===== src/b64_pkg.sv =====
// ----------------------------------------------------------------------------
// b64_pkg
// Shared types, constants and the alphabet lookup of the Base64 line encoder.
// ----------------------------------------------------------------------------
`default_nettype none

package b64_pkg;

  // characters per line before CR LF (4 .. 124)
  localparam logic [6:0] LineChars = 7'd76;

  // depth of the queue between front and back end, a power of two
  localparam int unsigned QueueDepth = 2;
  localparam int unsigned QueuePtrW  = $clog2(QueueDepth);

  localparam logic [7:0] ChCr  = 8'd13;
  localparam logic [7:0] ChLf  = 8'd10;
  localparam logic [7:0] ChPad = 8'd61;

  // one queued word: up to four characters for a single input byte
  typedef struct packed {
    logic [3:0][7:0] chars;
    logic [1:0]      last_idx;  // index of the final valid character
    logic            msg_end;   // final character closes the message
  } b64_entry_t;

  function automatic logic [7:0] b64_sym(input logic [5:0] v);
    logic [7:0] r;
    if (v < 6'd26) begin
      r = 8'd65 + {2'b00, v};
    end else if (v < 6'd52) begin
      r = 8'd71 + {2'b00, v};        // 'a' - 26
    end else if (v < 6'd62) begin
      r = {2'b00, v} - 8'd4;         // '0' + (v - 52)
    end else if (v == 6'd62) begin
      r = 8'd43;                     // '+'
    end else begin
      r = 8'd47;                     // '/'
    end
    return r;
  endfunction

endpackage

`default_nettype wire


===== src/b64_front.sv =====
// ----------------------------------------------------------------------------
// b64_front
// Takes input bytes, tracks group phase, leftover bits and line position,
// and builds the characters each byte produces as one queue word.
// ----------------------------------------------------------------------------
`default_nettype none

module b64_front import b64_pkg::*; (
  input  logic       clk_i,
  input  logic       rst_ni,
  input  logic       push_i,
  input  logic [7:0] data_byte_i,
  input  logic       last_byte_i,
  output b64_entry_t entry_o
);

  logic [1:0] phase_q, phase_d;
  logic [3:0] held_q, held_d;
  logic [6:0] line_q, line_d;
  logic [6:0] line_sum;

  assign line_sum = line_q + 7'd4;

  always_comb begin
    entry_o  = '0;
    phase_d  = phase_q;
    held_d   = held_q;
    line_d   = line_q;
    case (phase_q)
      2'd1: begin
        entry_o.chars[0] = b64_sym({held_q[1:0], data_byte_i[7:4]});
        held_d  = data_byte_i[3:0];
        phase_d = 2'd2;
        if (last_byte_i) begin
          entry_o.chars[1] = b64_sym({data_byte_i[3:0], 2'b00});
          entry_o.chars[2] = ChPad;
          entry_o.last_idx = 2'd2;
        end
      end
      2'd2: begin
        entry_o.chars[0] = b64_sym({held_q, data_byte_i[7:6]});
        entry_o.chars[1] = b64_sym(data_byte_i[5:0]);
        entry_o.last_idx = 2'd1;
        held_d  = '0;
        phase_d = 2'd0;
        if (line_sum >= LineChars) begin
          entry_o.chars[2] = ChCr;
          entry_o.chars[3] = ChLf;
          entry_o.last_idx = 2'd3;
          line_d = '0;
        end else begin
          line_d = line_sum;
        end
      end
      default: begin
        // phase 3 never arises; treated as start of group
        entry_o.chars[0] = b64_sym(data_byte_i[7:2]);
        held_d  = {2'b00, data_byte_i[1:0]};
        phase_d = 2'd1;
        if (last_byte_i) begin
          entry_o.chars[1] = b64_sym({data_byte_i[1:0], 4'b0000});
          entry_o.chars[2] = ChPad;
          entry_o.chars[3] = ChPad;
          entry_o.last_idx = 2'd3;
        end
      end
    endcase
    entry_o.msg_end = last_byte_i;
    if (last_byte_i) begin
      phase_d = '0;
      held_d  = '0;
      line_d  = '0;
    end
  end

  always_ff @(posedge clk_i or negedge rst_ni) begin
    if (!rst_ni) begin
      phase_q <= '0;
      held_q  <= '0;
      line_q  <= '0;
    end else if (push_i) begin
      phase_q <= phase_d;
      held_q  <= held_d;
      line_q  <= line_d;
    end
  end

endmodule

`default_nettype wire


===== src/b64_queue.sv =====
// ----------------------------------------------------------------------------
// b64_queue
// Short word queue between front and back end.
// ----------------------------------------------------------------------------
`default_nettype none

module b64_queue import b64_pkg::*; (
  input  logic       clk_i,
  input  logic       rst_ni,
  input  logic       push_i,
  input  b64_entry_t push_entry_i,
  output logic       full_o,
  input  logic       pop_i,
  output logic       head_valid_o,
  output b64_entry_t head_entry_o
);

  localparam int unsigned CntW = QueuePtrW + 1;

  b64_entry_t mem_q [QueueDepth];
  logic [QueuePtrW-1:0] wr_ptr_q, rd_ptr_q;
  logic [CntW-1:0]      cnt_q, cnt_d;

  assign full_o       = (cnt_q == CntW'(QueueDepth));
  assign head_valid_o = (cnt_q != '0);
  assign head_entry_o = mem_q[rd_ptr_q];

  always_comb begin
    cnt_d = cnt_q;
    if (push_i && !pop_i) begin
      cnt_d = cnt_q + 1'b1;
    end else if (pop_i && !push_i) begin
      cnt_d = cnt_q - 1'b1;
    end
  end

  always_ff @(posedge clk_i) begin
    if (push_i) begin
      mem_q[wr_ptr_q] <= push_entry_i;
    end
  end

  always_ff @(posedge clk_i or negedge rst_ni) begin
    if (!rst_ni) begin
      wr_ptr_q <= '0;
      rd_ptr_q <= '0;
      cnt_q    <= '0;
    end else begin
      cnt_q <= cnt_d;
      if (push_i) begin
        wr_ptr_q <= wr_ptr_q + 1'b1;
      end
      if (pop_i) begin
        rd_ptr_q <= rd_ptr_q + 1'b1;
      end
    end
  end

endmodule

`default_nettype wire


===== src/b64_back.sv =====
// ----------------------------------------------------------------------------
// b64_back
// Walks the head queue word onto out_char_o one character per ready cycle.
// ----------------------------------------------------------------------------
`default_nettype none

module b64_back import b64_pkg::*; (
  input  logic       clk_i,
  input  logic       rst_ni,
  input  logic       head_valid_i,
  input  b64_entry_t head_entry_i,
  output logic       pop_o,
  output logic       out_valid_o,
  input  logic       out_ready_i,
  output logic [7:0] out_char_o,
  output logic       last_char_o
);

  logic [1:0] idx_q, idx_d;
  logic       fire;
  logic       at_end;

  assign out_valid_o = head_valid_i;
  assign out_char_o  = head_entry_i.chars[idx_q];
  assign at_end      = (idx_q == head_entry_i.last_idx);
  assign last_char_o = head_entry_i.msg_end && at_end;
  assign fire        = head_valid_i && out_ready_i;
  assign pop_o       = fire && at_end;

  always_comb begin
    idx_d = idx_q;
    if (fire) begin
      idx_d = at_end ? 2'd0 : idx_q + 2'd1;
    end
  end

  always_ff @(posedge clk_i or negedge rst_ni) begin
    if (!rst_ni) begin
      idx_q <= '0;
    end else begin
      idx_q <= idx_d;
    end
  end

endmodule

`default_nettype wire


===== src/base64_encoder_line_wrap.sv =====
// ----------------------------------------------------------------------------
// base64_encoder_line_wrap
// Streaming Base64 encoder with CR LF line wrapping and '=' padding.
// ----------------------------------------------------------------------------
//   channel | direction | handshake                 | payload
//   in      | input     | in_valid_i / in_ready_o   | data_byte_i, last_byte_i
//   out     | output    | out_valid_o / out_ready_i | out_char_o, last_char_o
//
// A byte is taken every cycle while the word queue has room; each byte
// becomes one word of 1 to 4 characters, sent at one character per cycle
// while out_ready_i is high, so the output port sets the sustained rate.
// A word is registered in the queue before it is sent. Reset empties the
// queue and clears group phase, leftover bits and line position.
// Either side may stall without blocking the other until the queue fills.
// ----------------------------------------------------------------------------
`default_nettype none

module base64_encoder_line_wrap import b64_pkg::*; (
  input  logic       clk_i,
  input  logic       rst_ni,
  input  logic       in_valid_i,
  output logic       in_ready_o,
  input  logic [7:0] data_byte_i,
  input  logic       last_byte_i,
  output logic       out_valid_o,
  input  logic       out_ready_i,
  output logic [7:0] out_char_o,
  output logic       last_char_o
);

  b64_entry_t new_entry;
  b64_entry_t head_entry;
  logic       push;
  logic       full;
  logic       pop;
  logic       head_valid;

  assign in_ready_o = !full;
  assign push       = in_valid_i && !full;

  b64_front u_front (
    .clk_i       (clk_i),
    .rst_ni      (rst_ni),
    .push_i      (push),
    .data_byte_i (data_byte_i),
    .last_byte_i (last_byte_i),
    .entry_o     (new_entry)
  );

  b64_queue u_queue (
    .clk_i        (clk_i),
    .rst_ni       (rst_ni),
    .push_i       (push),
    .push_entry_i (new_entry),
    .full_o       (full),
    .pop_i        (pop),
    .head_valid_o (head_valid),
    .head_entry_o (head_entry)
  );

  b64_back u_back (
    .clk_i        (clk_i),
    .rst_ni       (rst_ni),
    .head_valid_i (head_valid),
    .head_entry_i (head_entry),
    .pop_o        (pop),
    .out_valid_o  (out_valid_o),
    .out_ready_i  (out_ready_i),
    .out_char_o   (out_char_o),
    .last_char_o  (last_char_o)
  );

endmodule

`default_nettype wire

===== config.mk =====
export PLATFORM = sky130hd
export DESIGN_NAME = base64_encoder_line_wrap
export DESIGN_NICKNAME = d
export VERILOG_FILES = /design/src/b64_pkg.sv /design/src/b64_front.sv /design/src/b64_queue.sv /design/src/b64_back.sv /design/src/base64_encoder_line_wrap.sv
export SDC_FILE = /design/constraint.sdc
export NUM_CORES = 1
export LEC_CHECK = 0
export BUFFER_PORTS_ARGS = -buffer_cell sky130_fd_sc_hd__buf_2
export CAP_MARGIN = 20
export CORE_UTILIZATION = 58
export CTS_BUF_LIST = sky130_fd_sc_hd__clkbuf_4 sky130_fd_sc_hd__clkbuf_8
export DETAILED_ROUTE_END_ITERATION = 7
export PLACE_DENSITY = 0.79
export SYNTH_ARGS = -nofsm -noshare
export SYNTH_HDL_FRONTEND = slang
export SYNTH_SLANG_ARGS = --single-unit

===== constraint.sdc =====
create_clock -name clk_i -period 2.2 [get_ports clk_i]
set_clock_uncertainty 0.15 [all_clocks]
set_input_delay 0.44 -clock clk_i [delete_from_list [all_inputs] [get_ports clk_i]]
set_output_delay 0.44 -clock clk_i [all_outputs]
set_load 0.005 [all_outputs]

==> impl_metrics.env, run 1 <==
export IMPL_yosysMostFrequentCell="nand2_1"
export IMPL_peakVddDrop_mv=0.540
export IMPL_synth_edff_count=46
export IMPL_worstPathMaxFanout=5
export IMPL_grt_usage=0.338
export IMPL_grt_max_degree=24
export IMPL_hold_viol_final=0
export IMPL_clkTransAtPathRegs_ns=0.08
export IMPL_start_util=0.608
export IMPL_wirelength_mm=14.3
export IMPL_critPathLaunch="u_queue.rd_ptr_q"
export IMPL_fmax_mhz=418
export IMPL_vias=4417
export IMPL_maxSlewHeadroom=0.709
export IMPL_critPathSlowestCell="mux4_2"
export IMPL_max_cap_violations=0
export IMPL_grt_util_met3=0.0550
export IMPL_final_layout_size_suffix_gt1_frac=0.330
export IMPL_crit_chain="mux4_2 > nor2b_4 > a31o_2 > buf_2"
export IMPL_regArea_mm2=0.00181
export IMPL_postLayoutCoreUtil=0.763
export IMPL_crit_path_max_incr_delay_ns=0.53
export IMPL_core_area_mm2=0.00785
export IMPL_hpwl_mm=10.1
export IMPL_fin_ws_ns=-0.194
export IMPL_cts_tree="done"
export IMPL_die_area_mm2=0.00860
export IMPL_synth_cells=493
export IMPL_maxSlewViolCount=0
export IMPL_total_power_mw=7.05
export IMPL_busiest_layer="met2"
export IMPL_rsz0062_at_grt="true"
export IMPL_r2r_start="u_queue.rd_ptr_q"
export IMPL_synthFlopType="edfxtp_1"
export IMPL_drtIter0Drc=461
export IMPL_crit_family="multiplexers"
export IMPL_worst_path_buf_inv=1
export IMPL_hold_worst_slack_ns=0.369
export IMPL_synth_cell_types=70
export IMPL_fillers=543
export IMPL_grt_pass1_vias=4288
export IMPL_synth_top_area_frac=0.289
export IMPL_syn_cell_area_mm2=0.00477
export IMPL_cts_max_level=3
export IMPL_grt_util_met2=0.596
export IMPL_postSynthNetCount=534
export IMPL_fin_crit_sh=1.09
export IMPL_io_pins=24
export IMPL_synth_area_leader_cell="edfxtp_1"
export IMPL_root_buffer="clkbuf_8"
export IMPL_synth_top_cells_by_count="nand2_1 (51), edfxtp_1 (46), o21ai_0 (35), ha_1 (28), inv_1 (25)"
export IMPL_rows=32
export IMPL_io_buffer_count=23
export IMPL_place_area_mm2=0.00551
export IMPL_cp_end_kind="output port"
export IMPL_period_needed_ns=2.39
export IMPL_grt_pass1_wl_mm=22.1
export IMPL_synthToLayoutAreaGrowth_pct=25.4
export IMPL_hold_class="in -> reg"
export IMPL_violations="negative setup slack"
export IMPL_routed_via_density=6.35
export IMPL_overflow=0
export IMPL_die_h_um=92.7
export IMPL_synthTopCellsByArea="edfxtp_1 (29%), dfrtp_1 (8.9%), ha_1 (7.3%)"
export IMPL_start_kind="flip-flop"
export IMPL_path_class="reg -> out"
export IMPL_avgSynthCellArea_um2=9.68
export IMPL_cts_sinks=63
export IMPL_nNetsFinal=630
export IMPL_die_x_um=92.7
export IMPL_p_leak_nw=2.43
export IMPL_ys_warn_count=0
export IMPL_fin_tns_setup_ns=-1.36
export IMPL_async_reset_ff_frac=0.270
export IMPL_wl_per_cell_um=20.5
export IMPL_worst_pin_slew_ns=0.435
export IMPL_finalSetupViolCount=12
export IMPL_diodes=0
export IMPL_status="finished with violations"
export IMPL_pwr_density_cell_mw_per_mm2=1180
export IMPL_grt_met1_usage=0.419
export IMPL_clkLatencyLatePin_ns=0.34
export IMPL_clk_path_buf_depth=2
export IMPL_place_congestion=0.932
export IMPL_ys_seq_area_frac=0.379
export IMPL_drc=0
export IMPL_worstPathArrival_ns=1.80
export IMPL_antenna_found_initial=0
export IMPL_design_area_mm2=0.00598
export IMPL_min_from="last_byte_i"
export IMPL_multi_input_area_mm2=0.00279
export IMPL_ys_ff_latch=63
export IMPL_antenna_left=0
export IMPL_critPathRequiredTime_ns=1.61
export IMPL_cts_buffers=9
export IMPL_drt_pass1_iterations=5
[power by group]
group	internal [mW]	leakage [nW]	switching, mW	total, mW
Combinational	1.75	1.66	2.00	3.75
Clock	0.756	0.120	0.476	1.23
Sequential	1.82	0.654	0.246	2.07
[cells in the final DEF, fill, tap and decap left out, types with 4 or more instances in the layout]
master / instances
nand2b_1: 10
nor2b_1: 7
inv_2: 4
clkbuf_8: 9
edfxtp_1: 46
a21o_1: 7
o211ai_1: 10
buf_2: 22
xor2_1: 4
nor2_1: 21
mux4_2: 9
nor3_1: 11
a31oi_1: 9
xnor2_1: 20
inv_1: 22
ha_1: 22
a21oi_1: 20
buf_6: 7
or3_1: 4
buf_4: 86
ha_2: 5
dfrtp_1: 15
nand3_1: 14
a211oi_1: 5
o31ai_1: 4
nand2_1: 49
o21ai_0: 33
o22ai_1: 5
nand4_1: 6
mux2i_1: 8
[metrics by stage]
step	setup WS, ns	cells
floorplan	-0.224	493
global placement	-0.125	674
detailed placement	-0.185	674
CTS	-0.155	696
global route	-0.239	696
finish	-0.194	696
[sequential cells by signal (all words and copies together) (netlist names)]
name and cells:
u_queue.cnt_q 2, u_queue.rd_ptr_q 1, u_front.line_q 5, u_queue.wr_ptr_q 1
u_front.held_q 4, u_queue.mem_q 46, u_front.phase_q 2, u_back.idx_q 2
[worst register-to-register path: cells and delay by family, from the launching register on]
kind	cells	cell delay [ns]
xor gates and xnor gates	3	0.48
adders and majority gates	1	0.18
buffers and inverters	2	0.28
DFF	1	0.48
muxes	1	0.19
and+or+nand+nor	3	0.38
[worst paths after layout]
kind / slack [ns] / cells past startpoint / end
max: -0.19 / 4 / out_char_o[3]
min: 0.37 / 2 / u_queue.mem_q[0][0]
max reg2reg: -0.04 / 10 / u_queue.cnt_q[1]
min reg2reg: 0.40 / 1 / u_queue.cnt_q[0]
max in group asynchronous: 1.15 / 2 / u_queue.rd_ptr_q
min in group asynchronous: 0.43 / 2 / u_back.idx_q[1]
[layer usage]
layer | vias up | wire length (um)
met4 | 0 | 426
li1 | 2025 | -
met2 | 240 | 7140
met5 | - | 0
met1 | 2120 | 5690
met3 | 32 | 1040
[area by class of cell]
cell class / count / share of cell area
multi-input cells: 367 / 0.466
well taps: 102 / 0.0213
clock inverters: 7 / 0.0201
flip-flops and latches: 63 / 0.302
repair buffers: 119 / 0.151
inverters: 29 / 0.0182
clock buffers: 9 / 0.0207
[timing repair]
item                                   4_1_cts  5_1_grt
hold buffers                                 1        0
endpoints found under the hold margin       17        0
buffers inserted                             5        1
resized for setup                           11       38
pin swaps                                    2       13
setup endpoints to repair                   16       24
[logic make-up (layout without fill, tap and decap cells)]
kind of cell               Yosys count  after routing  synth area share
AOI/OAI and AO/OA                  142            142             0.203
buffers and inverters               63            164            0.0729
DFF                                 63             63             0.379
muxes                               20             20            0.0661
and+or+nand+nor                    152            152             0.161
adders and majority gates           28             28            0.0734
xor gates and xnor gates            25             25            0.0459
No activity file was read; power rests on OpenSTA's default activity.
==> run 2, diff against run 1 <==
CORE_UTILIZATION = 59   (was 58)
PLACE_DENSITY = 0.77   (was 0.79)
SYNTH_HIERARCHICAL = 1   (was unset)
==> impl_metrics.env, run 2 <==
export IMPL_period_needed_ns=2.68
export IMPL_fin_crit_sh=1.22
export IMPL_io_buffer_count=23
export IMPL_crit_path_max_incr_delay_ns=0.50
export IMPL_synth_top_cells_by_count="edfxtp_1 (70), nand2_1 (35), o21ai_0 (34), inv_1 (30), mux2_4 (29)"
export IMPL_synth_area_leader_cell="edfxtp_1"
export IMPL_r2r_setup_slack_ns=-0.15
export IMPL_async_reset_ff_frac=0.195
export IMPL_final_common_cell="buf_4"
export IMPL_cts_sinks=87
export IMPL_r2r_cells=10
export IMPL_reg_top3="u_queue/mem_q (70), u_front/line_q (5), u_front/held_q (4)"
export IMPL_peakVddDrop_mv=0.742
export IMPL_antenna_left=0
export IMPL_start_util=0.607
export IMPL_place_area_mm2=0.00684
export IMPL_synth_top_area_frac=0.356
export IMPL_total_power_mw=9.10
export IMPL_die_h_um=102
export IMPL_grt_pass1_wl_mm=27.0
export IMPL_synth_edff_count=70
export IMPL_worstPathMaxFanout=8
export IMPL_ys_warn_count=6
export IMPL_worstPathArrival_ns=2.09
export IMPL_grt_pass1_vias=4883
export IMPL_status="finished with violations"
export IMPL_wl_per_cell_um=22.5
export IMPL_fillers=619
export IMPL_critPathRequiredTime_ns=1.61
export IMPL_violations="negative setup slack"
export IMPL_finalSetupViolCount=17
export IMPL_fin_ws_ns=-0.480
export IMPL_final_cell_mix="buf_4 (103), edfxtp_1 (70), nand2_1 (34), mux2_4 (34), o21ai_0 (31)"
export IMPL_crit_chain="buf_12 > buf_12 > mux2_4 > mux4_2 > buf_6"
export IMPL_hpwl_mm=11.7
export IMPL_cts_buffers=9
export IMPL_hold_class="reg -> reg"
export IMPL_ys_seq_area_frac=0.428
export IMPL_critPathSlowestCell="dfrtp_2"
export IMPL_max_cap_violations=0
export IMPL_largest_register_ff_count=70
export IMPL_synth_cells=541
export IMPL_cp_end_kind="output port"
export IMPL_place_congestion=0.983
export IMPL_largest_register="u_queue/mem_q"
export IMPL_antenna_found_initial=0
export IMPL_die_area_mm2=0.0104
export IMPL_synthTopCellsByArea="edfxtp_1 (36%), mux2_4 (7.4%), dfrtp_1 (7.2%)"
export IMPL_hold_viol_final=0
export IMPL_hold_worst_slack_ns=0.304
export IMPL_cts_max_level=3
export IMPL_wirelength_mm=17.9
export IMPL_synthFlopType="edfxtp_1"
export IMPL_synthToLayoutAreaGrowth_pct=28.5
export IMPL_grt_usage=0.353
export IMPL_synth_cell_types=64
export IMPL_routed_via_density=6.33
export IMPL_avgSynthCellArea_um2=10.9
export IMPL_start_kind="flip-flop"
export IMPL_fmax_mhz=373
export IMPL_syn_cell_area_mm2=0.00591
export IMPL_p_leak_nw=3.04
export IMPL_die_x_um=102
export IMPL_nNetsFinal=697
export IMPL_root_buffer="clkbuf_8"
export IMPL_grt_max_degree=36
export IMPL_drt_pass1_iterations=5
export IMPL_clkTransAtPathRegs_ns=0.09
export IMPL_pwr_density_cell_mw_per_mm2=1200
export IMPL_place_ws_ns=-0.360
export IMPL_diodes=0
export IMPL_core_area_mm2=0.00973
export IMPL_ys_ff_latch=87
export IMPL_drtIter0Drc=492
export IMPL_io_pins=24
export IMPL_cts_tree="done"
export IMPL_yosysMostFrequentCell="edfxtp_1"
export IMPL_drc=0
export IMPL_clkLatencyLatePin_ns=0.36
export IMPL_path_common_cell="buf_12"
export IMPL_final_layout_size_suffix_gt1_frac=0.414
export IMPL_maxSlewViolCount=0
export IMPL_vias=5033
export IMPL_overflow=0
export IMPL_path_class="reg -> out"
export IMPL_rsz0062_at_grt="true"
export IMPL_clk_path_buf_depth=2
export IMPL_rows=36
export IMPL_design_area_mm2=0.00759
export IMPL_holdPathStages=1
==> run 2: cell families after synthesis <==
kind of cell / after synthesis / synth area share
flops: 87 / 0.428
fa+ha+maj: 27 / 0.0572
mux: 51 / 0.132
simple gates: 140 / 0.124
xor+xnor: 25 / 0.0371
buf+inv: 79 / 0.0729
other cells: 1 / 0.000635
compound gates: 131 / 0.148
==> run 2: final cells by class <==
cell class	count	area, um^2	share of cell area
clock buffer	11	151	0.0199
clock inverter	5	56.3	0.00742
inverter	30	120	0.0158
multi-input combinational	379	3300	0.434
sequential	87	2530	0.334
tap	133	166	0.0219
timing repair buffer	150	1270	0.167
==> run 2: worst paths after layout <==
path,from,endpoint
max in group asynchronous,rst_ni,u_queue/rd_ptr_q
min,u_front/line_q[6],u_front/line_q[4]
max,u_queue/rd_ptr_q,out_char_o[5]
max reg2reg,u_queue/rd_ptr_q,u_queue/cnt_q[1]
min reg2reg,u_front/line_q[6],u_front/line_q[4]
min in group asynchronous,rst_ni,u_queue/wr_ptr_q
==> run 2: critical path: cells and delay by family, from the launching register on <==
kind                   cells  cell delay (ns)
buffers and inverters      3             0.45
DFF                        1             0.50
muxes                      2             0.78
==> run 2: through the flow <==
step                      setup TNS, ns  utilization  std cells
after CTS                         -4.03        0.757        789
after floorplan                 -0.0487            -        545
after global placement            -2.89        0.703        762
after global routing              -5.24        0.780        795
after detailed placement          -6.21        0.703        762
final                             -4.29        0.780        795
==> run 2: report_power, final <==
part	internal (mW)	switching, mW
registers	2.52	0.292
clock network	0.586	0.578
logic	2.60	2.53
==> run 2: what timing repair did <==
item | CTS | global route
pin swaps | 16 | 17
hold endpoints to repair | 17 | 0
gates resized for setup | 45 | 42
buffers inserted | 10 | 7
gates cloned | 1 | 0
hold buffers | 1 | 0
setup endpoints to repair | 33 | 42
==> run 2: per-layer routing <==
| metal | part of all wire | wire (um) | GRT usage | vias to the layer above |
|---|---|---|---|---|
| li1 | - | - | - | 2239 |
| met1 | 0.39 | 6980 | 0.446 | 2440 |
| met2 | 0.50 | 8990 | 0.601 | 282 |
| met3 | 0.067 | 1210 | 0.0527 | 72 |
| met4 | 0.040 | 719 | 0.159 | 0 |
| met5 | 0 | 0 | 0 | - |
